$ cat src/rtl/core/fgbr_pkg.sv
// Shared types, constants and the 5x7 font table of the glyph block renderer.
`default_nettype none

package fgbr_pkg;

   // Screen geometry.
   localparam int SCREEN_WIDTH  = 320;
   localparam int SCREEN_HEIGHT = 240;

   // Field widths of the ports.
   localparam int POS_WIDTH   = 12;
   localparam int CODE_WIDTH  = 8;
   localparam int COLOR_WIDTH = 24;
   localparam int OUT_X_WIDTH = 9;
   localparam int OUT_Y_WIDTH = 8;

   localparam logic [COLOR_WIDTH-1:0] COLOR_RESET = 24'hFFFFFF;

   // Character set and glyph shape.
   localparam int FIRST_CODE        = 32;
   localparam int LAST_CODE         = 125;
   localparam int NEWLINE_CODE      = 10;
   localparam int GLYPH_COLS        = 5;
   localparam int GLYPH_ROWS        = 7;
   localparam int GLYPH_BYTE_WIDTH  = 8;
   localparam int GLYPH_COUNT       = LAST_CODE - FIRST_CODE + 1;
   localparam int GLYPH_INDEX_WIDTH = $clog2(GLYPH_COUNT);
   localparam int COL_WIDTH         = $clog2(GLYPH_COLS);
   localparam int ROW_WIDTH         = $clog2(GLYPH_ROWS);

   // Internal coordinate widths, wide enough for 0 .. size-1.
   localparam int X_WIDTH = $clog2(SCREEN_WIDTH);
   localparam int Y_WIDTH = $clog2(SCREEN_HEIGHT);

   // The signed position is biased by a multiple of the screen size so that
   // the modulo can be taken on a non-negative value.
   localparam int POS_SPAN      = 1 << (POS_WIDTH - 1);
   localparam int POS_OFFSET_X  = SCREEN_WIDTH * ((POS_SPAN + SCREEN_WIDTH - 1) / SCREEN_WIDTH);
   localparam int POS_OFFSET_Y  = SCREEN_HEIGHT *
                                  ((POS_SPAN + SCREEN_HEIGHT - 1) / SCREEN_HEIGHT);
   localparam int BIASED_WIDTH  = POS_WIDTH + 1;

   // Reciprocal multiply for the quotient; the shift keeps it exact for
   // every biased value and every screen size up to 1024.
   localparam int RECIP_SHIFT   = 24;
   localparam int RECIP_X       = (1 << RECIP_SHIFT) / SCREEN_WIDTH + 1;
   localparam int RECIP_Y       = (1 << RECIP_SHIFT) / SCREEN_HEIGHT + 1;
   localparam int PRODUCT_WIDTH = BIASED_WIDTH + RECIP_SHIFT;

   // Decoupling queue between front and back.
   localparam int QUEUE_DEPTH     = 4;
   localparam int QUEUE_PTR_WIDTH = $clog2(QUEUE_DEPTH);
   localparam int QUEUE_CNT_WIDTH = $clog2(QUEUE_DEPTH + 1);

   typedef struct packed {
      logic signed [POS_WIDTH-1:0] pos_x;
      logic signed [POS_WIDTH-1:0] pos_y;
      logic [CODE_WIDTH-1:0]       char_code;
   } req_type;

   typedef struct packed {
      logic [OUT_X_WIDTH-1:0] left_x;
      logic [OUT_X_WIDTH-1:0] right_x;
      logic [OUT_Y_WIDTH-1:0] top_y;
      logic [OUT_Y_WIDTH-1:0] bottom_y;
      logic [COLOR_WIDTH-1:0] pixel_color;
      logic                   last_block;
   } rsp_type;

   // One font entry: column bytes, column 0 first.
   typedef logic [0:GLYPH_COLS-1][GLYPH_BYTE_WIDTH-1:0] glyph_type;

   // Lit cells of one glyph, indexed by column then row.
   typedef logic [GLYPH_COLS-1:0][GLYPH_ROWS-1:0] cell_mask_type;

   typedef struct packed {
      logic [X_WIDTH-1:0] x0;
      logic [Y_WIDTH-1:0] y0;
      cell_mask_type      cells;
   } queue_entry_type;

   typedef struct packed {
      logic full;
      logic empty;
   } queue_status_type;

   // Font table, indexed by character code minus the first printable code.
   function automatic glyph_type glyph_lookup(input logic [GLYPH_INDEX_WIDTH-1:0] index);
      glyph_type glyph;
      unique case (index)
         7'd0:  glyph = {8'h00, 8'h00, 8'h00, 8'h00, 8'h00};
         7'd1:  glyph = {8'h00, 8'h00, 8'h5F, 8'h00, 8'h00};
         7'd2:  glyph = {8'h00, 8'h07, 8'h00, 8'h07, 8'h00};
         7'd3:  glyph = {8'h14, 8'h7F, 8'h14, 8'h7F, 8'h14};
         7'd4:  glyph = {8'h24, 8'h2A, 8'h7F, 8'h2A, 8'h12};
         7'd5:  glyph = {8'h23, 8'h13, 8'h08, 8'h64, 8'h62};
         7'd6:  glyph = {8'h36, 8'h49, 8'h55, 8'h22, 8'h50};
         7'd7:  glyph = {8'h00, 8'h05, 8'h03, 8'h00, 8'h00};
         7'd8:  glyph = {8'h00, 8'h1C, 8'h22, 8'h41, 8'h00};
         7'd9:  glyph = {8'h00, 8'h41, 8'h22, 8'h1C, 8'h00};
         7'd10: glyph = {8'h08, 8'h2A, 8'h1C, 8'h2A, 8'h08};
         7'd11: glyph = {8'h08, 8'h08, 8'h3E, 8'h08, 8'h08};
         7'd12: glyph = {8'h00, 8'h50, 8'h30, 8'h00, 8'h00};
         7'd13: glyph = {8'h08, 8'h08, 8'h08, 8'h08, 8'h08};
         7'd14: glyph = {8'h00, 8'h60, 8'h60, 8'h00, 8'h00};
         7'd15: glyph = {8'h20, 8'h10, 8'h08, 8'h04, 8'h02};
         7'd16: glyph = {8'h3E, 8'h51, 8'h49, 8'h45, 8'h3E};
         7'd17: glyph = {8'h00, 8'h42, 8'h7F, 8'h40, 8'h00};
         7'd18: glyph = {8'h42, 8'h61, 8'h51, 8'h49, 8'h46};
         7'd19: glyph = {8'h21, 8'h41, 8'h45, 8'h4B, 8'h31};
         7'd20: glyph = {8'h18, 8'h14, 8'h12, 8'h7F, 8'h10};
         7'd21: glyph = {8'h27, 8'h45, 8'h45, 8'h45, 8'h39};
         7'd22: glyph = {8'h3C, 8'h4A, 8'h49, 8'h49, 8'h30};
         7'd23: glyph = {8'h01, 8'h71, 8'h09, 8'h05, 8'h03};
         7'd24: glyph = {8'h36, 8'h49, 8'h49, 8'h49, 8'h36};
         7'd25: glyph = {8'h06, 8'h49, 8'h49, 8'h29, 8'h1E};
         7'd26: glyph = {8'h00, 8'h36, 8'h36, 8'h00, 8'h00};
         7'd27: glyph = {8'h00, 8'h56, 8'h36, 8'h00, 8'h00};
         7'd28: glyph = {8'h00, 8'h08, 8'h14, 8'h22, 8'h41};
         7'd29: glyph = {8'h14, 8'h14, 8'h14, 8'h14, 8'h14};
         7'd30: glyph = {8'h41, 8'h22, 8'h14, 8'h08, 8'h00};
         7'd31: glyph = {8'h02, 8'h01, 8'h51, 8'h09, 8'h06};
         7'd32: glyph = {8'h32, 8'h49, 8'h79, 8'h41, 8'h3E};
         7'd33: glyph = {8'h7E, 8'h11, 8'h11, 8'h11, 8'h7E};
         7'd34: glyph = {8'h7F, 8'h49, 8'h49, 8'h49, 8'h36};
         7'd35: glyph = {8'h3E, 8'h41, 8'h41, 8'h41, 8'h22};
         7'd36: glyph = {8'h7F, 8'h41, 8'h41, 8'h22, 8'h1C};
         7'd37: glyph = {8'h7F, 8'h49, 8'h49, 8'h49, 8'h41};
         7'd38: glyph = {8'h7F, 8'h09, 8'h09, 8'h01, 8'h01};
         7'd39: glyph = {8'h3E, 8'h41, 8'h41, 8'h51, 8'h32};
         7'd40: glyph = {8'h7F, 8'h08, 8'h08, 8'h08, 8'h7F};
         7'd41: glyph = {8'h00, 8'h41, 8'h7F, 8'h41, 8'h00};
         7'd42: glyph = {8'h20, 8'h40, 8'h41, 8'h3F, 8'h01};
         7'd43: glyph = {8'h7F, 8'h08, 8'h14, 8'h22, 8'h41};
         7'd44: glyph = {8'h7F, 8'h40, 8'h40, 8'h40, 8'h40};
         7'd45: glyph = {8'h7F, 8'h02, 8'h04, 8'h02, 8'h7F};
         7'd46: glyph = {8'h7F, 8'h04, 8'h08, 8'h10, 8'h7F};
         7'd47: glyph = {8'h3E, 8'h41, 8'h41, 8'h41, 8'h3E};
         7'd48: glyph = {8'h7F, 8'h09, 8'h09, 8'h09, 8'h06};
         7'd49: glyph = {8'h3E, 8'h41, 8'h51, 8'h21, 8'h5E};
         7'd50: glyph = {8'h7F, 8'h09, 8'h19, 8'h29, 8'h46};
         7'd51: glyph = {8'h46, 8'h49, 8'h49, 8'h49, 8'h31};
         7'd52: glyph = {8'h01, 8'h01, 8'h7F, 8'h01, 8'h01};
         7'd53: glyph = {8'h3F, 8'h40, 8'h40, 8'h40, 8'h3F};
         7'd54: glyph = {8'h1F, 8'h20, 8'h40, 8'h20, 8'h1F};
         7'd55: glyph = {8'h7F, 8'h20, 8'h18, 8'h20, 8'h7F};
         7'd56: glyph = {8'h63, 8'h14, 8'h08, 8'h14, 8'h63};
         7'd57: glyph = {8'h03, 8'h04, 8'h78, 8'h04, 8'h03};
         7'd58: glyph = {8'h61, 8'h51, 8'h49, 8'h45, 8'h43};
         7'd59: glyph = {8'h00, 8'h00, 8'h7F, 8'h41, 8'h41};
         7'd60: glyph = {8'h02, 8'h04, 8'h08, 8'h10, 8'h20};
         7'd61: glyph = {8'h41, 8'h41, 8'h7F, 8'h00, 8'h00};
         7'd62: glyph = {8'h04, 8'h02, 8'h01, 8'h02, 8'h04};
         7'd63: glyph = {8'h40, 8'h40, 8'h40, 8'h40, 8'h40};
         7'd64: glyph = {8'h00, 8'h01, 8'h02, 8'h04, 8'h00};
         7'd65: glyph = {8'h20, 8'h54, 8'h54, 8'h54, 8'h78};
         7'd66: glyph = {8'h7F, 8'h48, 8'h44, 8'h44, 8'h38};
         7'd67: glyph = {8'h38, 8'h44, 8'h44, 8'h44, 8'h20};
         7'd68: glyph = {8'h38, 8'h44, 8'h44, 8'h48, 8'h7F};
         7'd69: glyph = {8'h38, 8'h54, 8'h54, 8'h54, 8'h18};
         7'd70: glyph = {8'h08, 8'h7E, 8'h09, 8'h01, 8'h02};
         7'd71: glyph = {8'h08, 8'h14, 8'h54, 8'h54, 8'h3C};
         7'd72: glyph = {8'h7F, 8'h08, 8'h04, 8'h04, 8'h78};
         7'd73: glyph = {8'h00, 8'h44, 8'h7D, 8'h40, 8'h00};
         7'd74: glyph = {8'h20, 8'h40, 8'h44, 8'h3D, 8'h00};
         7'd75: glyph = {8'h00, 8'h7F, 8'h10, 8'h28, 8'h44};
         7'd76: glyph = {8'h00, 8'h41, 8'h7F, 8'h40, 8'h00};
         7'd77: glyph = {8'h7C, 8'h04, 8'h18, 8'h04, 8'h78};
         7'd78: glyph = {8'h7C, 8'h08, 8'h04, 8'h04, 8'h78};
         7'd79: glyph = {8'h38, 8'h44, 8'h44, 8'h44, 8'h38};
         7'd80: glyph = {8'h7C, 8'h14, 8'h14, 8'h14, 8'h08};
         7'd81: glyph = {8'h08, 8'h14, 8'h14, 8'h18, 8'h7C};
         7'd82: glyph = {8'h7C, 8'h08, 8'h04, 8'h04, 8'h08};
         7'd83: glyph = {8'h48, 8'h54, 8'h54, 8'h54, 8'h20};
         7'd84: glyph = {8'h04, 8'h3F, 8'h44, 8'h40, 8'h20};
         7'd85: glyph = {8'h3C, 8'h40, 8'h40, 8'h20, 8'h7C};
         7'd86: glyph = {8'h1C, 8'h20, 8'h40, 8'h20, 8'h1C};
         7'd87: glyph = {8'h3C, 8'h40, 8'h30, 8'h40, 8'h3C};
         7'd88: glyph = {8'h44, 8'h28, 8'h10, 8'h28, 8'h44};
         7'd89: glyph = {8'h0C, 8'h50, 8'h50, 8'h50, 8'h3C};
         7'd90: glyph = {8'h44, 8'h64, 8'h54, 8'h4C, 8'h44};
         7'd91: glyph = {8'h00, 8'h08, 8'h36, 8'h41, 8'h00};
         7'd92: glyph = {8'h00, 8'h00, 8'h7F, 8'h00, 8'h00};
         7'd93: glyph = {8'h00, 8'h41, 8'h36, 8'h08, 8'h00};
         default: glyph = '0;
      endcase
      return glyph;
   endfunction

endpackage

`default_nettype wire

$ cat src/rtl/core/fgbr_queue.sv
// Short queue that decouples the glyph front end from the block emitter.
`default_nettype none

module fgbr_queue (
   input  logic                       clock,
   input  logic                       reset,
   input  logic                       push,
   input  fgbr_pkg::queue_entry_type  push_data,
   input  logic                       pop,
   output fgbr_pkg::queue_entry_type  pop_data,
   output fgbr_pkg::queue_status_type status
);
   import fgbr_pkg::*;

   queue_entry_type              entry_ff [QUEUE_DEPTH];
   logic [QUEUE_PTR_WIDTH-1:0]   wr_ptr_ff, wr_ptr_in;
   logic [QUEUE_PTR_WIDTH-1:0]   rd_ptr_ff, rd_ptr_in;
   logic [QUEUE_CNT_WIDTH-1:0]   count_ff, count_in;

   // Pointer and fill count bookkeeping.
   always_comb begin
      wr_ptr_in = wr_ptr_ff;
      rd_ptr_in = rd_ptr_ff;
      count_in  = count_ff;
      if (push) begin
         wr_ptr_in = (wr_ptr_ff == QUEUE_PTR_WIDTH'(QUEUE_DEPTH - 1)) ? '0 :
                     wr_ptr_ff + 1'b1;
      end
      if (pop) begin
         rd_ptr_in = (rd_ptr_ff == QUEUE_PTR_WIDTH'(QUEUE_DEPTH - 1)) ? '0 :
                     rd_ptr_ff + 1'b1;
      end
      if (push && !pop) begin
         count_in = count_ff + 1'b1;
      end else if (pop && !push) begin
         count_in = count_ff - 1'b1;
      end
   end

   always_ff @(posedge clock) begin
      if (reset) begin
         wr_ptr_ff <= '0;
         rd_ptr_ff <= '0;
         count_ff  <= '0;
      end else begin
         wr_ptr_ff <= wr_ptr_in;
         rd_ptr_ff <= rd_ptr_in;
         count_ff  <= count_in;
      end
   end

   // Storage.
   always_ff @(posedge clock) begin
      if (push) begin
         entry_ff[wr_ptr_ff] <= push_data;
      end
   end

   assign pop_data     = entry_ff[rd_ptr_ff];
   assign status.full  = (count_ff == QUEUE_CNT_WIDTH'(QUEUE_DEPTH));
   assign status.empty = (count_ff == '0);

endmodule

`default_nettype wire

$ cat config.mk
export PLATFORM = sky130hd
export DESIGN_NAME = fgbr_queue
export DESIGN_NICKNAME = d
export VERILOG_FILES = /design/src/rtl/core/fgbr_pkg.sv /design/src/rtl/core/fgbr_queue.sv
export SDC_FILE = /design/constraint.sdc
export NUM_CORES = 1
export LEC_CHECK = 0
export ABC_AREA = 0
export BUFFER_PORTS_ARGS = -buffer_cell sky130_fd_sc_hd__buf_2
export CORE_UTILIZATION = 40
export DETAILED_ROUTE_END_ITERATION = 7
export SLEW_MARGIN = 20
export SYNTH_ARGS = -nofsm -noshare
export SYNTH_HDL_FRONTEND = slang
export SYNTH_SLANG_ARGS = --single-unit
$ cat constraint.sdc
create_clock -name clock -period 3.3 [get_ports clock]
set_clock_uncertainty 0.2 [all_clocks]
set_input_delay 0.495 -clock clock [delete_from_list [all_inputs] [get_ports clock]]
set_output_delay 0.495 -clock clock [all_outputs]
set_load 0.005 [all_outputs]
Word-level counts from Yosys, hierarchy flattened
Memory sizes are Yosys's and may differ from the RTL's. A register that Yosys moved wholly into a read port is not among the register bits.
Index checks and enable logic that the tools add are counted.

operators by class
  shifts and indexed selects = 0
  multiply operators = 0
  magnitude comparators = 0
  add/sub/neg operators = 4
  reduce and logical (&&, ||, !) cells = 6
  equality and inequality tests = 3
  divide/modulo/power cells = 0
  multiplexer cells = 8
  bitwise logic cells = 0

operators with widths
  kind                                                                number
  2-bit two-way mux                                                   4
  3-bit two-way mux                                                   2
  2-bit by 1-bit adder with 2-bit output, second input constant       2
  2-bit equality test, second input constant                          2
  3-bit by 1-bit adder with 3-bit output, second input constant       1
  3-bit equality test, second input constant                          1
  3-bit logical NOT                                                   1
  3-bit by 1-bit subtractor with 3-bit output, second input constant  1
  1-bit logical AND                                                   2
  1-bit logical NOT                                                   2
  1-bit two-way mux                                                   2
  2-bit nonzero test                                                  1

word-level totals
  register bits after elaboration = 7
  memories = 1
  bits in latches = 0
  memory bits (read-only) = 0
  RAM bits = 208
  word-level logic and storage cells = 25

memories
  name      depth  width  rd ports  clocked after memory_dff  write ports  RTL line          text
  entry_ff  4      52     1         1                         1            fgbr_queue.sv:15  queue_entry_type entry_ff [QUEUE_DEPTH];

Longest topological paths before layout
  depth in word-level cells = 4
  gate-level depth with buffers = 7
  depth with buffers taken out = 7

Worst setup path before layout
No wires, ideal clock.

  kind = reg-to-reg
  from = reg wr_ptr_ff[0]
  to = mem entry_ff[3][0] (netlist name), enable pin
  path buffers = 0
  path slack = 0.899 ns
  stages on the path, launching flop included = 3
  setup time = 0.415 ns
  arrival time = 1.787 ns
  cell sequence = dfxtp_1 -> ha_1 -> and2_1

RTL lines
  item                    RTL line          text
  from (decl)             fgbr_queue.sv:16  logic [QUEUE_PTR_WIDTH-1:0] wr_ptr_ff, wr_ptr_in;
  from (signal assigned)  fgbr_queue.sv:46  wr_ptr_ff <= wr_ptr_in;
  to (decl)               fgbr_queue.sv:15

Straight into the memory's write port.

==> qor.log <==
[run_status] run status finished, final reports clean
[power_and_ir_drop] ratio of total power to cell area 616.0 nW/um^2
[synth] Syn. warnings 0
[clocking] clock net sink count 217
[final_layout] share of post-route cells with drive strength above 1 43.29%
[power_and_ir_drop] LEAKAGE 3.229 nW
[critical_path] worst stage delay on the critical path 0.70 ns
[power_and_ir_drop] part of the total power dissipated in sequential elements 54.3%
[power_and_ir_drop] Comb power frac 8.2%
[synth] proportion of synthesized area in mux cells 15.22%
[synth] count of different cell masters after synthesis 20
[synth] share of the yosys chip area belonging to registers 80.28%
[synth] fraction of synthesized cell area in xor and xnor cells 0.2188%
[critical_path] required time of the critical path 2.60 ns
[final_layout] FILL cells 1653
[die] full die area 20580 sq um
[critical_path] number of cells traversed by the worst register-to-register path 4
[drt] total wire length after detailed routing 13.84 mm
[synth] net count of the mapped netlist 379
[clocking] clock root cell clkbuf_16
[clocking] maximum level of the CTS H-tree 1
[final_layout] synthesis-to-layout area growth 19.24%
[global_routing] GR Layer Usage met3 3.532%
[sta] max-slew violation total from the final report 0
[die] number of cell rows 51
[sta] Worst-Margin Slew 0.6636 ns
[global_routing] overall routing resource usage 14.00%
[drt] via count 3573
[sta] timing-limited maximum frequency 368.7 MHz
[critical_path] R2R Path Start wr_ptr_ff[0]
[power_and_ir_drop] net load switching power 1.213 mW
[die] vertical die dimension 143.5 microns
[final_layout] final design utilization 48.89%
[critical_path] crit start category flop
[die] Die X 143.5 microns
[synth] post-synthesis share of cell area spent on full adders, half adders and majority gates 1.188%
[critical_path] cell family contributing the most delay on the critical path flip-flops
[clocking] Clock Tree Buf Depth 3
[drt] remaining design rule violation count 0
[final_layout] most frequent cells in the layout edfxtp_1, buf_2, mux4_2
[power_and_ir_drop] Pwr Total 5.880 mW
[global_routing] number of global-route vias before repair 3892
[power_and_ir_drop] peak supply drop 0.3577 mV
[critical_path] cell-by-cell trace of the critical path buf_12 > mux4_2 > buf_2
[placed_design] Cells after DPL 685
[synth] portion of synthesized cell area occupied by the leading cell type 78.02%
[placed_design] count of input and output buffers 109
[final_layout] count of non-filler cells in the finished layout 727
[sta] setup repair after global routing missed its margin false
[synth] Mean Syn Cell Area 25.33 sq um
[power_and_ir_drop] cell-internal power 4.667 mW
[synth] post-synthesis compound-gate area fraction 0.1876%
[clocking] register clock-pin slew on the reported worst setup and hold paths 0.06 ns
[die] placeable core region 19530 sq um
[synth] combinational family with the most area after synthesis multiplexers
[final_layout] Diodes inserted 0
[sta] headroom to the max-slew limit 55.76%
[global_routing] wire length of the first global-routing pass 21.24 mm
[final_layout] most common cell after layout, fill and taps aside edfxtp_1
[drt] number of iterations in the first detailed-routing pass 4
[critical_path] cell with the biggest individual delay on the critical path dfxtp_2
[global_routing] largest net degree at the start of global routing 50
[clocking] number of buffers added by the clock tree synthesis step 23
[flow_run] total of max-cap violations 0
[drt] remaining antenna violation count 0
[drt] Via density 4.915
[power_and_ir_drop] net switching share of the total power 20.62%
[synth] dominant cell type by area after synthesis edfxtp_1
[sta] ratio of final minimum period to clock period 82.19%
[sta] summed negative setup slack over all endpoints 0 ns
[drt] average wire per cell in the routed design 19.03 microns
[critical_path] worst-path fanout max 33
[global_routing] met1 Track Usage GR 17.72%
[sta] final worst path period need 2.712 ns
[power_and_ir_drop] proportion of power drawn by the clock network 37.5%
[die] Top-Level Pins 110
[clocking] latest clock arrival within the worst-skew pair 0.48 ns
[placed_design] DP HPWL 8.142 mm
[synth] synthesized instance count 316
[die] effective utilization at floorplan 41.00%
[min_path] Worst Hold Class in2reg
[sta] final setup violation count 0
[critical_path] Worst R2R Setup Slack 1.27 ns
[global_routing] met2 capacity usage during global routing 23.71%
[synth] share of synthesized cell area in and, or, nand and nor gates 0.9691%
[global_routing] GR peak layer met2
[sta] Final Hold Fails 0
[clocking] CTS tree done
[critical_path] cell depth of the worst setup path 3
[critical_path] crit path capture type output pin
[critical_path] worst path arrival time 2.02 ns
[global_routing] number of antenna violations at the first check in global routing 0
[global_routing] Congestion Overflow GR 0
[critical_path] Worst Path Buf+Inv 2
[final_layout] fin nets 510
[critical_path] destination of the critical timing path pop_data[47]
[synth] Area contributors post-synth edfxtp_1, mux4_2, dfxtp_1
[critical_path] path type of the worst setup path reg2out
[placed_design] placer congestion estimate 0.6622
[critical_path] capture point of the worst reg-to-reg path entry_ff[2][43]
[drt] First DRT Iteration DRCs 179
[synth] post-synthesis instance area 8005 sq um
[synth] post-synthesis register bit count 217
-- cells by family after synthesis --
family | count (synthesis)
adders and majority gates | 7
DFF | 217
and+or+nand+nor | 15
AOI/OAI and AO/OA | 3
buffers and inverters | 16
muxes | 56
xor gates and xnor gates | 2
-- registers in the layout, indices dropped and copies added (netlist names), named ones only --
name	count
entry_ff	208
count_ff	3
rd_ptr_ff	2
wr_ptr_ff	2
-- cell type report --
type	instances	area [sq um]	area share, %
flip-flops and latches	217	6431	67.37
multi-input cells	83	1429	14.97
repair buffers	118	693.2	7.262
clock buffers	29	598.1	6.266
well taps	265	331.6	3.474
clock inverters	11	47.55	0.4981
inverters	4	15.01	0.1573
-- metrics by stage --
stage               hold slack, ns  cell area [sq um]  setup slack, ns
floorplan                   0.2603               8005           0.8987
global placement            0.2779               8880            1.062
detailed placement          0.3005               8880            1.057
CTS                       0.001052               9545           0.5325
global route              0.001731               9545           0.5024
finish                     0.02372               9545           0.5877
-- metal layers --
layer,vias up,share of wire [%]
met2,101,50
met5,-,0
met4,0,2.1
met1,1845,43
li1,1604,-
met3,23,5.7
-- power groups by stage --
| stage | Combinational [mW] | Clock [mW] | Sequential, mW |
|---|---|---|---|
| after floorplan | 0.285 | 0 | 3.24 |
| after detailed placement | 0.492 | 0 | 3.25 |
| after CTS | 0.495 | 2.27 | 3.20 |
| after global routing | 0.529 | 2.38 | 3.21 |
| after global placement | 0.483 | 0 | 3.24 |
| final | 0.479 | 2.21 | 3.19 |
-- worst min-delay path by stage --
stage	start	end	slack, ns	depth (start not counted)
final	push_data[25]	entry_ff[3][25]	0.02	1
after detailed placement	count_ff[2]	count_ff[2]	0.30	2
after floorplan	count_ff[2]	count_ff[2]	0.26	2
after global routing	push_data[28]	entry_ff[3][28]	0.002	1
after global placement	count_ff[2]	count_ff[2]	0.28	2
after CTS	push_data[0]	entry_ff[0][0]	0.001	1
-- cells in the mapped netlist (all sizes together) --
library cell and instances:
a21oi 2, and2 4, buf 11, clkbuf 1
dfxtp 9, edfxtp 208, fa 1, ha 6
inv 4, mux2i 4, mux4 52, nor2 7
nor3 1, nor3b 2, o21ai 1, or3 1
xor2 2
-- repair_timing --
action                                 in CTS  in global routing
setup buffers                               0                  0
gates resized for setup                     0                  0
setup endpoints to repair                   0                  0
endpoints found under the hold margin       8                  0
hold buffers                                2                  0
No activity file was read; power rests on OpenSTA's default activity.
