`src/rtl/core/fgbr_pkg.sv`:
```
// Shared types, constants and the 5x7 font table of the glyph block renderer.
`default_nettype none

package fgbr_pkg;

   // Screen geometry.
   localparam int SCREEN_WIDTH  = 320;
   localparam int SCREEN_HEIGHT = 240;

   // Field widths of the ports.
   localparam int POS_WIDTH   = 12;
   localparam int CODE_WIDTH  = 8;
   localparam int COLOR_WIDTH = 24;
   localparam int OUT_X_WIDTH = 9;
   localparam int OUT_Y_WIDTH = 8;

   localparam logic [COLOR_WIDTH-1:0] COLOR_RESET = 24'hFFFFFF;

   // Character set and glyph shape.
   localparam int FIRST_CODE        = 32;
   localparam int LAST_CODE         = 125;
   localparam int NEWLINE_CODE      = 10;
   localparam int GLYPH_COLS        = 5;
   localparam int GLYPH_ROWS        = 7;
   localparam int GLYPH_BYTE_WIDTH  = 8;
   localparam int GLYPH_COUNT       = LAST_CODE - FIRST_CODE + 1;
   localparam int GLYPH_INDEX_WIDTH = $clog2(GLYPH_COUNT);
   localparam int COL_WIDTH         = $clog2(GLYPH_COLS);
   localparam int ROW_WIDTH         = $clog2(GLYPH_ROWS);

   // Internal coordinate widths, wide enough for 0 .. size-1.
   localparam int X_WIDTH = $clog2(SCREEN_WIDTH);
   localparam int Y_WIDTH = $clog2(SCREEN_HEIGHT);

   // The signed position is biased by a multiple of the screen size so that
   // the modulo can be taken on a non-negative value.
   localparam int POS_SPAN      = 1 << (POS_WIDTH - 1);
   localparam int POS_OFFSET_X  = SCREEN_WIDTH * ((POS_SPAN + SCREEN_WIDTH - 1) / SCREEN_WIDTH);
   localparam int POS_OFFSET_Y  = SCREEN_HEIGHT *
                                  ((POS_SPAN + SCREEN_HEIGHT - 1) / SCREEN_HEIGHT);
   localparam int BIASED_WIDTH  = POS_WIDTH + 1;

   // Reciprocal multiply for the quotient; the shift keeps it exact for
   // every biased value and every screen size up to 1024.
   localparam int RECIP_SHIFT   = 24;
   localparam int RECIP_X       = (1 << RECIP_SHIFT) / SCREEN_WIDTH + 1;
   localparam int RECIP_Y       = (1 << RECIP_SHIFT) / SCREEN_HEIGHT + 1;
   localparam int PRODUCT_WIDTH = BIASED_WIDTH + RECIP_SHIFT;

   // Decoupling queue between front and back.
   localparam int QUEUE_DEPTH     = 4;
   localparam int QUEUE_PTR_WIDTH = $clog2(QUEUE_DEPTH);
   localparam int QUEUE_CNT_WIDTH = $clog2(QUEUE_DEPTH + 1);

   typedef struct packed {
      logic signed [POS_WIDTH-1:0] pos_x;
      logic signed [POS_WIDTH-1:0] pos_y;
      logic [CODE_WIDTH-1:0]       char_code;
   } req_type;

   typedef struct packed {
      logic [OUT_X_WIDTH-1:0] left_x;
      logic [OUT_X_WIDTH-1:0] right_x;
      logic [OUT_Y_WIDTH-1:0] top_y;
      logic [OUT_Y_WIDTH-1:0] bottom_y;
      logic [COLOR_WIDTH-1:0] pixel_color;
      logic                   last_block;
   } rsp_type;

   // One font entry: column bytes, column 0 first.
   typedef logic [0:GLYPH_COLS-1][GLYPH_BYTE_WIDTH-1:0] glyph_type;

   // Lit cells of one glyph, indexed by column then row.
   typedef logic [GLYPH_COLS-1:0][GLYPH_ROWS-1:0] cell_mask_type;

   typedef struct packed {
      logic [X_WIDTH-1:0] x0;
      logic [Y_WIDTH-1:0] y0;
      cell_mask_type      cells;
   } queue_entry_type;

   typedef struct packed {
      logic full;
      logic empty;
   } queue_status_type;

   // Font table, indexed by character code minus the first printable code.
   function automatic glyph_type glyph_lookup(input logic [GLYPH_INDEX_WIDTH-1:0] index);
      glyph_type glyph;
      unique case (index)
         7'd0:  glyph = {8'h00, 8'h00, 8'h00, 8'h00, 8'h00};
         7'd1:  glyph = {8'h00, 8'h00, 8'h5F, 8'h00, 8'h00};
         7'd2:  glyph = {8'h00, 8'h07, 8'h00, 8'h07, 8'h00};
         7'd3:  glyph = {8'h14, 8'h7F, 8'h14, 8'h7F, 8'h14};
         7'd4:  glyph = {8'h24, 8'h2A, 8'h7F, 8'h2A, 8'h12};
         7'd5:  glyph = {8'h23, 8'h13, 8'h08, 8'h64, 8'h62};
         7'd6:  glyph = {8'h36, 8'h49, 8'h55, 8'h22, 8'h50};
         7'd7:  glyph = {8'h00, 8'h05, 8'h03, 8'h00, 8'h00};
         7'd8:  glyph = {8'h00, 8'h1C, 8'h22, 8'h41, 8'h00};
         7'd9:  glyph = {8'h00, 8'h41, 8'h22, 8'h1C, 8'h00};
         7'd10: glyph = {8'h08, 8'h2A, 8'h1C, 8'h2A, 8'h08};
         7'd11: glyph = {8'h08, 8'h08, 8'h3E, 8'h08, 8'h08};
         7'd12: glyph = {8'h00, 8'h50, 8'h30, 8'h00, 8'h00};
         7'd13: glyph = {8'h08, 8'h08, 8'h08, 8'h08, 8'h08};
         7'd14: glyph = {8'h00, 8'h60, 8'h60, 8'h00, 8'h00};
         7'd15: glyph = {8'h20, 8'h10, 8'h08, 8'h04, 8'h02};
         7'd16: glyph = {8'h3E, 8'h51, 8'h49, 8'h45, 8'h3E};
         7'd17: glyph = {8'h00, 8'h42, 8'h7F, 8'h40, 8'h00};
         7'd18: glyph = {8'h42, 8'h61, 8'h51, 8'h49, 8'h46};
         7'd19: glyph = {8'h21, 8'h41, 8'h45, 8'h4B, 8'h31};
         7'd20: glyph = {8'h18, 8'h14, 8'h12, 8'h7F, 8'h10};
         7'd21: glyph = {8'h27, 8'h45, 8'h45, 8'h45, 8'h39};
         7'd22: glyph = {8'h3C, 8'h4A, 8'h49, 8'h49, 8'h30};
         7'd23: glyph = {8'h01, 8'h71, 8'h09, 8'h05, 8'h03};
         7'd24: glyph = {8'h36, 8'h49, 8'h49, 8'h49, 8'h36};
         7'd25: glyph = {8'h06, 8'h49, 8'h49, 8'h29, 8'h1E};
         7'd26: glyph = {8'h00, 8'h36, 8'h36, 8'h00, 8'h00};
         7'd27: glyph = {8'h00, 8'h56, 8'h36, 8'h00, 8'h00};
         7'd28: glyph = {8'h00, 8'h08, 8'h14, 8'h22, 8'h41};
         7'd29: glyph = {8'h14, 8'h14, 8'h14, 8'h14, 8'h14};
         7'd30: glyph = {8'h41, 8'h22, 8'h14, 8'h08, 8'h00};
         7'd31: glyph = {8'h02, 8'h01, 8'h51, 8'h09, 8'h06};
         7'd32: glyph = {8'h32, 8'h49, 8'h79, 8'h41, 8'h3E};
         7'd33: glyph = {8'h7E, 8'h11, 8'h11, 8'h11, 8'h7E};
         7'd34: glyph = {8'h7F, 8'h49, 8'h49, 8'h49, 8'h36};
         7'd35: glyph = {8'h3E, 8'h41, 8'h41, 8'h41, 8'h22};
         7'd36: glyph = {8'h7F, 8'h41, 8'h41, 8'h22, 8'h1C};
         7'd37: glyph = {8'h7F, 8'h49, 8'h49, 8'h49, 8'h41};
         7'd38: glyph = {8'h7F, 8'h09, 8'h09, 8'h01, 8'h01};
         7'd39: glyph = {8'h3E, 8'h41, 8'h41, 8'h51, 8'h32};
         7'd40: glyph = {8'h7F, 8'h08, 8'h08, 8'h08, 8'h7F};
         7'd41: glyph = {8'h00, 8'h41, 8'h7F, 8'h41, 8'h00};
         7'd42: glyph = {8'h20, 8'h40, 8'h41, 8'h3F, 8'h01};
         7'd43: glyph = {8'h7F, 8'h08, 8'h14, 8'h22, 8'h41};
         7'd44: glyph = {8'h7F, 8'h40, 8'h40, 8'h40, 8'h40};
         7'd45: glyph = {8'h7F, 8'h02, 8'h04, 8'h02, 8'h7F};
         7'd46: glyph = {8'h7F, 8'h04, 8'h08, 8'h10, 8'h7F};
         7'd47: glyph = {8'h3E, 8'h41, 8'h41, 8'h41, 8'h3E};
         7'd48: glyph = {8'h7F, 8'h09, 8'h09, 8'h09, 8'h06};
         7'd49: glyph = {8'h3E, 8'h41, 8'h51, 8'h21, 8'h5E};
         7'd50: glyph = {8'h7F, 8'h09, 8'h19, 8'h29, 8'h46};
         7'd51: glyph = {8'h46, 8'h49, 8'h49, 8'h49, 8'h31};
         7'd52: glyph = {8'h01, 8'h01, 8'h7F, 8'h01, 8'h01};
         7'd53: glyph = {8'h3F, 8'h40, 8'h40, 8'h40, 8'h3F};
         7'd54: glyph = {8'h1F, 8'h20, 8'h40, 8'h20, 8'h1F};
         7'd55: glyph = {8'h7F, 8'h20, 8'h18, 8'h20, 8'h7F};
         7'd56: glyph = {8'h63, 8'h14, 8'h08, 8'h14, 8'h63};
         7'd57: glyph = {8'h03, 8'h04, 8'h78, 8'h04, 8'h03};
         7'd58: glyph = {8'h61, 8'h51, 8'h49, 8'h45, 8'h43};
         7'd59: glyph = {8'h00, 8'h00, 8'h7F, 8'h41, 8'h41};
         7'd60: glyph = {8'h02, 8'h04, 8'h08, 8'h10, 8'h20};
         7'd61: glyph = {8'h41, 8'h41, 8'h7F, 8'h00, 8'h00};
         7'd62: glyph = {8'h04, 8'h02, 8'h01, 8'h02, 8'h04};
         7'd63: glyph = {8'h40, 8'h40, 8'h40, 8'h40, 8'h40};
         7'd64: glyph = {8'h00, 8'h01, 8'h02, 8'h04, 8'h00};
         7'd65: glyph = {8'h20, 8'h54, 8'h54, 8'h54, 8'h78};
         7'd66: glyph = {8'h7F, 8'h48, 8'h44, 8'h44, 8'h38};
         7'd67: glyph = {8'h38, 8'h44, 8'h44, 8'h44, 8'h20};
         7'd68: glyph = {8'h38, 8'h44, 8'h44, 8'h48, 8'h7F};
         7'd69: glyph = {8'h38, 8'h54, 8'h54, 8'h54, 8'h18};
         7'd70: glyph = {8'h08, 8'h7E, 8'h09, 8'h01, 8'h02};
         7'd71: glyph = {8'h08, 8'h14, 8'h54, 8'h54, 8'h3C};
         7'd72: glyph = {8'h7F, 8'h08, 8'h04, 8'h04, 8'h78};
         7'd73: glyph = {8'h00, 8'h44, 8'h7D, 8'h40, 8'h00};
         7'd74: glyph = {8'h20, 8'h40, 8'h44, 8'h3D, 8'h00};
         7'd75: glyph = {8'h00, 8'h7F, 8'h10, 8'h28, 8'h44};
         7'd76: glyph = {8'h00, 8'h41, 8'h7F, 8'h40, 8'h00};
         7'd77: glyph = {8'h7C, 8'h04, 8'h18, 8'h04, 8'h78};
         7'd78: glyph = {8'h7C, 8'h08, 8'h04, 8'h04, 8'h78};
         7'd79: glyph = {8'h38, 8'h44, 8'h44, 8'h44, 8'h38};
         7'd80: glyph = {8'h7C, 8'h14, 8'h14, 8'h14, 8'h08};
         7'd81: glyph = {8'h08, 8'h14, 8'h14, 8'h18, 8'h7C};
         7'd82: glyph = {8'h7C, 8'h08, 8'h04, 8'h04, 8'h08};
         7'd83: glyph = {8'h48, 8'h54, 8'h54, 8'h54, 8'h20};
         7'd84: glyph = {8'h04, 8'h3F, 8'h44, 8'h40, 8'h20};
         7'd85: glyph = {8'h3C, 8'h40, 8'h40, 8'h20, 8'h7C};
         7'd86: glyph = {8'h1C, 8'h20, 8'h40, 8'h20, 8'h1C};
         7'd87: glyph = {8'h3C, 8'h40, 8'h30, 8'h40, 8'h3C};
         7'd88: glyph = {8'h44, 8'h28, 8'h10, 8'h28, 8'h44};
         7'd89: glyph = {8'h0C, 8'h50, 8'h50, 8'h50, 8'h3C};
         7'd90: glyph = {8'h44, 8'h64, 8'h54, 8'h4C, 8'h44};
         7'd91: glyph = {8'h00, 8'h08, 8'h36, 8'h41, 8'h00};
         7'd92: glyph = {8'h00, 8'h00, 8'h7F, 8'h00, 8'h00};
         7'd93: glyph = {8'h00, 8'h41, 8'h36, 8'h08, 8'h00};
         default: glyph = '0;
      endcase
      return glyph;
   endfunction

endpackage

`default_nettype wire

```
`src/rtl/core/fgbr_back.sv`:
```
// Back end: walks one glyph's lit cells, a pixel block a cycle unless stalled.
`default_nettype none

module fgbr_back (
   input  logic                       clock,
   input  logic                       reset,
   input  fgbr_pkg::queue_entry_type  q_data,
   input  fgbr_pkg::queue_status_type q_status,
   output logic                       pop,
   input  logic [fgbr_pkg::COLOR_WIDTH-1:0] fore_color,
   output logic                       rsp_valid,
   input  logic                       rsp_ready,
   output fgbr_pkg::rsp_type          rsp_data
);
   import fgbr_pkg::*;

   logic                     cur_valid_ff, cur_valid_in;
   logic [X_WIDTH-1:0]       cur_x_ff;
   logic [Y_WIDTH-1:0]       cur_y_ff;
   cell_mask_type            cur_cells_ff, cur_cells_in;

   logic                     rsp_valid_ff, rsp_valid_in;
   rsp_type                  rsp_data_ff, rsp_data_in;

   logic [COL_WIDTH-1:0]     col_sel;
   logic [ROW_WIDTH-1:0]     row_sel;
   logic [GLYPH_ROWS-1:0]    col_bits;
   cell_mask_type            cells_next;
   logic                     cur_last;
   logic                     emit;

   logic [X_WIDTH:0]         left_sum, right_sum;
   logic [Y_WIDTH:0]         top_sum, bottom_sum;
   logic [X_WIDTH:0]         left_wrap, right_wrap;
   logic [Y_WIDTH:0]         top_wrap, bottom_wrap;

   // Lowest non-empty column, then the lowest lit row inside it.
   always_comb begin
      col_sel = '0;
      for (int c = GLYPH_COLS - 1; c >= 0; c--) begin
         if (|cur_cells_ff[c]) begin
            col_sel = COL_WIDTH'(c);
         end
      end
   end

   assign col_bits = cur_cells_ff[col_sel];

   always_comb begin
      row_sel = '0;
      for (int r = GLYPH_ROWS - 1; r >= 0; r--) begin
         if (col_bits[r]) begin
            row_sel = ROW_WIDTH'(r);
         end
      end
   end

   always_comb begin
      cells_next                   = cur_cells_ff;
      cells_next[col_sel][row_sel] = 1'b0;
   end

   assign cur_last = (cells_next == '0);
   assign emit     = cur_valid_ff && (!rsp_valid_ff || rsp_ready);
   assign pop      = !q_status.empty && (!cur_valid_ff || (emit && cur_last));

   // Block corners; each sum stays below twice the screen size.
   always_comb begin
      left_sum    = (X_WIDTH+1)'(cur_x_ff) + (X_WIDTH+1)'({col_sel, 1'b0}) + (X_WIDTH+1)'(2);
      right_sum   = left_sum + 1'b1;
      top_sum     = (Y_WIDTH+1)'(cur_y_ff) + (Y_WIDTH+1)'({row_sel, 1'b0});
      bottom_sum  = top_sum + 1'b1;
      left_wrap   = (left_sum >= (X_WIDTH+1)'(SCREEN_WIDTH)) ?
                    left_sum - (X_WIDTH+1)'(SCREEN_WIDTH) : left_sum;
      right_wrap  = (right_sum >= (X_WIDTH+1)'(SCREEN_WIDTH)) ?
                    right_sum - (X_WIDTH+1)'(SCREEN_WIDTH) : right_sum;
      top_wrap    = (top_sum >= (Y_WIDTH+1)'(SCREEN_HEIGHT)) ?
                    top_sum - (Y_WIDTH+1)'(SCREEN_HEIGHT) : top_sum;
      bottom_wrap = (bottom_sum >= (Y_WIDTH+1)'(SCREEN_HEIGHT)) ?
                    bottom_sum - (Y_WIDTH+1)'(SCREEN_HEIGHT) : bottom_sum;
   end

   // Current glyph: load from the queue, or clear the cell just emitted.
   always_comb begin
      cur_valid_in = cur_valid_ff;
      cur_cells_in = cur_cells_ff;
      if (pop) begin
         cur_valid_in = 1'b1;
         cur_cells_in = q_data.cells;
      end else if (emit) begin
         cur_valid_in = !cur_last;
         cur_cells_in = cells_next;
      end
   end

   always_ff @(posedge clock) begin
      if (reset) begin
         cur_valid_ff <= 1'b0;
      end else begin
         cur_valid_ff <= cur_valid_in;
      end
   end

   always_ff @(posedge clock) begin
      cur_cells_ff <= cur_cells_in;
      if (pop) begin
         cur_x_ff <= q_data.x0;
         cur_y_ff <= q_data.y0;
      end
   end

   // Output register.
   always_comb begin
      rsp_data_in.left_x      = OUT_X_WIDTH'(left_wrap);
      rsp_data_in.right_x     = OUT_X_WIDTH'(right_wrap);
      rsp_data_in.top_y       = OUT_Y_WIDTH'(top_wrap);
      rsp_data_in.bottom_y    = OUT_Y_WIDTH'(bottom_wrap);
      rsp_data_in.pixel_color = fore_color;
      rsp_data_in.last_block  = cur_last;
      if (emit) begin
         rsp_valid_in = 1'b1;
      end else if (rsp_ready) begin
         rsp_valid_in = 1'b0;
      end else begin
         rsp_valid_in = rsp_valid_ff;
      end
   end

   always_ff @(posedge clock) begin
      if (reset) begin
         rsp_valid_ff <= 1'b0;
      end else begin
         rsp_valid_ff <= rsp_valid_in;
      end
   end

   always_ff @(posedge clock) begin
      if (emit) begin
         rsp_data_ff <= rsp_data_in;
      end
   end

   assign rsp_valid = rsp_valid_ff;
   assign rsp_data  = rsp_data_ff;

endmodule

`default_nettype wire

```
`config.mk`:
```
export PLATFORM = sky130hd
export DESIGN_NAME = fgbr_back
export DESIGN_NICKNAME = d
export VERILOG_FILES = /design/src/rtl/core/fgbr_pkg.sv /design/src/rtl/core/fgbr_back.sv
export SDC_FILE = /design/constraint.sdc
export NUM_CORES = 1
export LEC_CHECK = 0
export ABC_CLOCK_PERIOD_IN_PS = 6100
export BUFFER_PORTS_ARGS = -buffer_cell sky130_fd_sc_hd__buf_4
export CORE_MARGIN = 1.5
export CORE_UTILIZATION = 35
export CTS_BUF_LIST = sky130_fd_sc_hd__clkbuf_16
export CTS_CLUSTER_DIAMETER = 40
export CTS_CLUSTER_SIZE = 8
export DETAILED_ROUTE_END_ITERATION = 16
export GPL_ROUTABILITY_DRIVEN = 0
export PLACE_DENSITY = 0.61
export SYNTH_ARGS = -nofsm -noshare
export SYNTH_HDL_FRONTEND = slang
export SYNTH_SLANG_ARGS = --single-unit
export TNS_END_PERCENT = 1
```
`constraint.sdc`:
```
create_clock -name clock -period 6.1 [get_ports clock]
set_input_delay 0 -clock clock [delete_from_list [all_inputs] [get_ports clock]]
set_output_delay 0 -clock clock [all_outputs]
set_load 0.1 [all_outputs]
```
# Word-level counts from Yosys, hierarchy flattened
# Cells that the tools add are included.
# classes
add_sub_neg	9
n_reduce_logical	19
bitwise	2
muxes	28
n_lt_le_gt_ge	8
# ops
cell	count
2-to-1 mux 35 bit	2
2-to-1 mux 3 bit	12
bitwise AND 35 bit	1
logical NOT 35 bit	1
inverter 35 bit	1
OR reduction 7 bit	5
binary-select mux 7 bit (select 3 bit)	1
demux 7 bit (select 3 bit)	1
greater-or-equal comparator 10 x 9 -> 1 bit (second input constant)	2
greater-or-equal comparator 9 x 8 -> 1 bit (second input constant)	2
2-to-1 mux 9 bit	2
subtractor 9 bit (second input constant)	2
2-to-1 mux 8 bit	2
subtractor 8 bit (second input constant)	2
2-to-1 mux 7 bit	2
adder 10 x 1 -> 10 bit (second input constant)	1
adder 10 x 2 -> 10 bit (second input constant)	1
adder 9 x 4 -> 10 bit	1
adder 8 x 4 -> 9 bit	1
adder 9 x 1 -> 9 bit (second input constant)	1
less-than comparator 3 x 4 -> 1 bit (second input constant)	2
greater-or-equal comparator 3 x 1 -> 1 bit (second input constant)	2
logical AND 1 bit	5
2-to-1 mux 1 bit	5
other kinds (4)	9
# totals
out_inout_bits	61
ff_bits	113

# Longest topological paths before layout
# depth
ltp_word	28
ltp_mapped	23
ltp_nobuf	21

# Least setup slack after synthesis
# Ideal clock, no wire load.
# synth_path
path_kind	register to register
from	reg cur_cells_ff[21] in the netlist's numbering
to	reg rsp_data_ff (netlist bit rsp_data[47]), data pin
setup_ns	0.265
path_buffers	0
path_stages_with_launch	21
required_ns	5.835
period_less_slack_ns	4.893
slack_ns	1.207
arrival_ns	4.629
cell_sequence	edfxtp_1 or4_4 nor2_2 and3_1 nand2_1 nor2_1 ha_1 inv_1 fa_1 xnor2_1 and3_1 nand2_1 nor3b_1 xor2_1 ha_1 nand2_1 nor2_1 or4b_2 a21oi_1 nor2_1 xnor2_1
# synth_via
elab_chain_cells	10
elab_cells_between_ends	11
# synth_rtl
element	line_no	text
start: declaration	fgbr_back.sv:20	cell_mask_type cur_cells_ff, cur_cells_in;
start signal: assignment	fgbr_back.sv:105	cur_cells_ff <= cur_cells_in;
OR reduction 7 bit *	fgbr_back.sv:41	if (|cur_cells_ff[c]) begin
2-to-1 mux 3 bit * (4 in a row)	fgbr_back.sv:41	
adder 9 x 4 -> 10 bit *	fgbr_back.sv:69	left_sum = (X_WIDTH+1)'(cur_x_ff) + (X_WIDTH+1)'({col_sel, 1'b0}) + (X_WIDTH+1)'(2);
adder 10 x 2 -> 10 bit *	fgbr_back.sv:69	
net left_sum[4]	fgbr_back.sv:32	logic [X_WIDTH:0] left_sum, right_sum;
adder 10 x 1 -> 10 bit *	fgbr_back.sv:70	right_sum = left_sum + 1'b1;
subtractor 9 bit or greater-or-equal comparator 10 x 9 -> 1 bit (tied branches)	fgbr_back.sv:76, fgbr_back.sv:75	
2-to-1 mux 9 bit *	fgbr_back.sv:75	right_wrap = (right_sum >= (X_WIDTH+1)'(SCREEN_WIDTH)) ?
net right_wrap[6]	fgbr_back.sv:34	logic [X_WIDTH:0] left_wrap, right_wrap;
end signal: assignment	fgbr_back.sv:139	rsp_data_ff <= rsp_data_in;
end: declaration	fgbr_back.sv:23	rsp_type rsp_data_ff, rsp_data_in;
# Mark *: on every way through the listed nets, which the timed path passes. The rest lies on a longest branch.
# A chain may end at the register's enable or synchronous reset.

# Final worst setup path
# Same ends and word-level chain as after synthesis.

==> flow_summary_export.csv <==
group,metric,value,unit
run_status,outcome,"finished clean",
route,vias,5243,
global_routing,grt_usage,17.1,%
finish,syn_to_final_growth,42.4,%
logic_synthesis,avgSynthCellArea,12.2,µm²
logic_synthesis,synth_flop_cell,"edfxtp_1",
global_routing,grt_pass1_vias,5389,
min_path,min_path_type,"in2reg",
sta,setup_viol,0,
cts,cts_resized,0,
route,viasPerCell,5.23,
die,rows,49,
die,design.die.area,19300,µm²
finish,drive_above_1_share,29.2,%
cts,clockBufferDepth,2,
global_routing,grt_max_degree,61,
die,fp.coreArea,18000,µm²
critical_path,critPathSlowestCell,"or4_4",
critical_path,worstPathRequired,6.25,ns
critical_path,cp_slowest_stage_delay,0.60,ns
critical_path,path_cells,"or4_4, nor2_2, and3_1, nand2_1, nor2_1, ha_1, inv_1, fa_1, xnor2_1, and3_1, nand2_1, nor3b_1, xor2_1, ha_1, nand2_1, nor2_1, or4b_2, a21oi_1, nor2_1, xnor2_1",
route,avgRoutedWirePerCell,16.3,µm
finish,layout.cells.non_filler,1003,
critical_path,cp-start-kind,"flop",
sta,relSlewSlack,46.5,%
critical_path,critical_path_class,"reg2reg",
logic_synthesis,yosys.area.top_type,"edfxtp_1",
global_routing,antenna_found_initial,0,
die,start_util,35.9,%
critical_path,crit_path_end_kind,"flop",
critical_path,regToRegSetupSlack,0.42,ns
pwr,vdd_drop_max,0.226,mV
finish,fin_nets,866,
route,drtIter0Drc,313,
logic_synthesis,seq_area_frac_synth,52.1,%
sta,period_share,93.1,%
sta,rsz0062_at_grt,"false",
die,die_w,139,µm
sta,final-hold-violation-count,0,
logic_synthesis,postSynthCellCount,531,
logic_synthesis,ys_warn_count,0,
sta,fmax,0.176,GHz
placed_design,place_inst,894,
cts,htree_levels,4,
cts,clk_latency,0.41,ns
critical_path,arrival,5.83,ns
sta,fin_tns_setup,0,ns
route,routed_wl,16300,µm
critical_path,cp_max_fo,7,
logic_synthesis,ys_ff_latch,113,
global_routing,grt_first_pass_wirelength,26500,µm
critical_path,path_buf_inv,1,
logic_synthesis,netlist_area,6470,µm²
critical_path,crit_end,"rsp_data[47]$_DFFE_PP_",
die,io_pins,142,
critical_path,r2r_end,"rsp_data[47]$_DFFE_PP_",
cts,numCtsBuffers,17,
logic_synthesis,synth_cell_types,83,
sta,finalMaxSlewViolations,0,
route,drcViolationCount,0,
logic_synthesis,synth_top_area_share,51.5,%
logic_synthesis,synth_area_leaders,"edfxtp_1 52%, ha_1 4.1%, mux2i_1 3.7%",
cts,root_buffer,"clkbuf_16",
placed_design,dp_hpwl,11600,µm
critical_path,worst-r2r-cell-count,20,
critical_path,critPathLaunch,"cur_cells_ff[21]$_DFFE_PP_",
logic_synthesis,synthArstFlopShare,0,%
cts,clock_sinks,113,
critical_path,crit_cells,20,
route,ant_nets,0,
pwr,power_leakage,3.66,nW
cts,cts.reportedPaths.clkPinSlew,0.05,ns
logic_synthesis,synth_nets,634,
placed_design,portBuffers,140,
route,drt-pass1-iter-count,5,
sta,worstMarginPinSlew,0.795,ns
critical_path,cp_top_family,"simple AND/OR/NAND/NOR gates",
critical_path,r2r-start,"cur_cells_ff[21]$_DFFE_PP_",
job,cap_violations,0,
sta,period_needed,5.68,ns
pwr,powerDensity,305,nW/µm²
sta,skew,0.00673,ns
global_routing,overflow,0,
logic_synthesis,synth_edf_count,111,
die,die_y,139,µm
finish,n_antenna_cell,0,
cts,tritoncts,"built",
==> cell type report <==
cell class	count	area [µm²]
clock buffer	17	425
timing repair buffer	225	1900
clock inverter	13	219
sequential	113	3370
tap	229	287
inverter	46	173
fill	1581	8820
multi-input combinational	360	2830
==> through the flow <==
| stage | power (W) | hold WS [ns] | setup WS (ns) | util, % | instance area [µm²] |
|---|---|---|---|---|---|
| 3_5_place_dp | 0.00169 | 0.172 | 0.501 | 43.1 | 7770 |
| 6_report | 0.00281 | 0.123 | 0.421 | 51.1 | 9210 |
| 4_1_cts | 0.00283 | 0.129 | 0.496 | 51.1 | 9210 |
| 2_1_floorplan | 0.00152 | 0.0691 | 1.21 | - | 6470 |
| 3_3_place_gp | 0.00168 | 0.169 | 0.684 | 43.1 | 7770 |
| 5_1_grt | 0.00293 | 0.140 | 0.0572 | 51.1 | 9210 |
==> how the worst min path moves through the flow <==
stage | from | end | cells past startpoint
CTS | q_status[0] | cur_x_ff[5]$_DFFE_PP_ | 3
floorplan | reset | cur_valid_ff$_SDFFE_PP0P_ | 1
finish | q_status[0] | cur_x_ff[7]$_DFFE_PP_ | 3
global placement | reset | cur_valid_ff$_SDFFE_PP0P_ | 2
detailed placement | reset | cur_valid_ff$_SDFFE_PP0P_ | 2
global route | q_status[0] | cur_x_ff[7]$_DFFE_PP_ | 3
==> kinds of logic (layout without fill, tap and decap cells) <==
| group | Yosys count | in the layout | share of synthesized area (%) |
|---|---|---|---|
| AND/OR/NAND/NOR | 161 | 161 | 15.3 |
| multiplexers | 38 | 38 | 6.56 |
| flip-flops | 113 | 113 | 52.1 |
| buffers and inverters | 58 | 301 | 4.29 |
| adder cells (fa/ha/maj) | 23 | 23 | 4.53 |
| AO/OA/AOI/OAI | 112 | 112 | 13.3 |
| XOR/XNOR | 26 | 26 | 3.85 |
==> power breakdown <==
group	internal, W	total, W	switching (W)
clock network	0.000754	0.00109	0.000334
logic	0.000244	0.000711	0.000467
registers	0.000953	0.00101	0.0000604
==> routing by layer <==
layer	wire length [µm]	GRT usage, %
met2	8030	30.0
met1	7000	20.5
met5	0	0
met4	263	5.21
met3	1030	4.66
==> synthesized netlist by cell type, types with 6 or more instances <==
master      n
edfxtp_1  111
inv_1      46
nor2_1     31
nand2_1    26
mux2i_1    24
o21ai_0    23
ha_1       21
xnor2_1    17
o21a_1     13
a21oi_1    12
and2_1     11
nand3_1    11
nand4_1     9
and3_1      7
mux2_2      7
mux2_4      7
nor2b_1     7
nor3_1      7
o21ai_1     7
xor2_1      7
a31oi_1     6
==> flip-flops by register name, summed over array words and instances, names as in the netlist <==
register,count
cur_y_ff,8
cur_cells_ff,35
cur_x_ff,9
rsp_data,59
rsp_valid,1
cur_valid_ff,1
==> worst reg2reg max path: stages (launching register included) <==
cell	delay, ns
edfxtp_1	0.49
or4_4	0.60
nor2_2	0.24
and3_1	0.25
nand2_1	0.21
nor2_1	0.26
ha_1	0.18
inv_1	0.06
fa_1	0.46
xnor2_1	0.34
and3_1	0.25
nand2_1	0.10
nor3b_1	0.29
xor2_1	0.30
ha_1	0.21
nand2_1	0.05
nor2_1	0.07
or4b_2	0.59
a21oi_1	0.27
nor2_1	0.09
xnor2_1	0.12
==> timing repair <==
| action | in CTS | in global routing |
|---|---|---|
| endpoints found under the hold margin | 78 | 0 |
| buffers inserted | 0 | 0 |
| hold buffers | 79 | 0 |
| setup endpoints to repair | 0 | 0 |
==> cell usage in the layout, fill, tap and decap left out, drive strengths merged, types with 14 or more instances in the layout <==
| master | count |
|---|---|
| buf | 146 |
| edfxtp | 111 |
| dlygate4sd3 | 79 |
| inv | 47 |
| nor2 | 32 |
| o21ai | 32 |
| nand2 | 28 |
| mux2i | 24 |
| ha | 21 |
| xnor2 | 18 |
| clkbuf | 17 |
| mux2 | 14 |
Note: power is estimated with default switching activity, not from simulation.
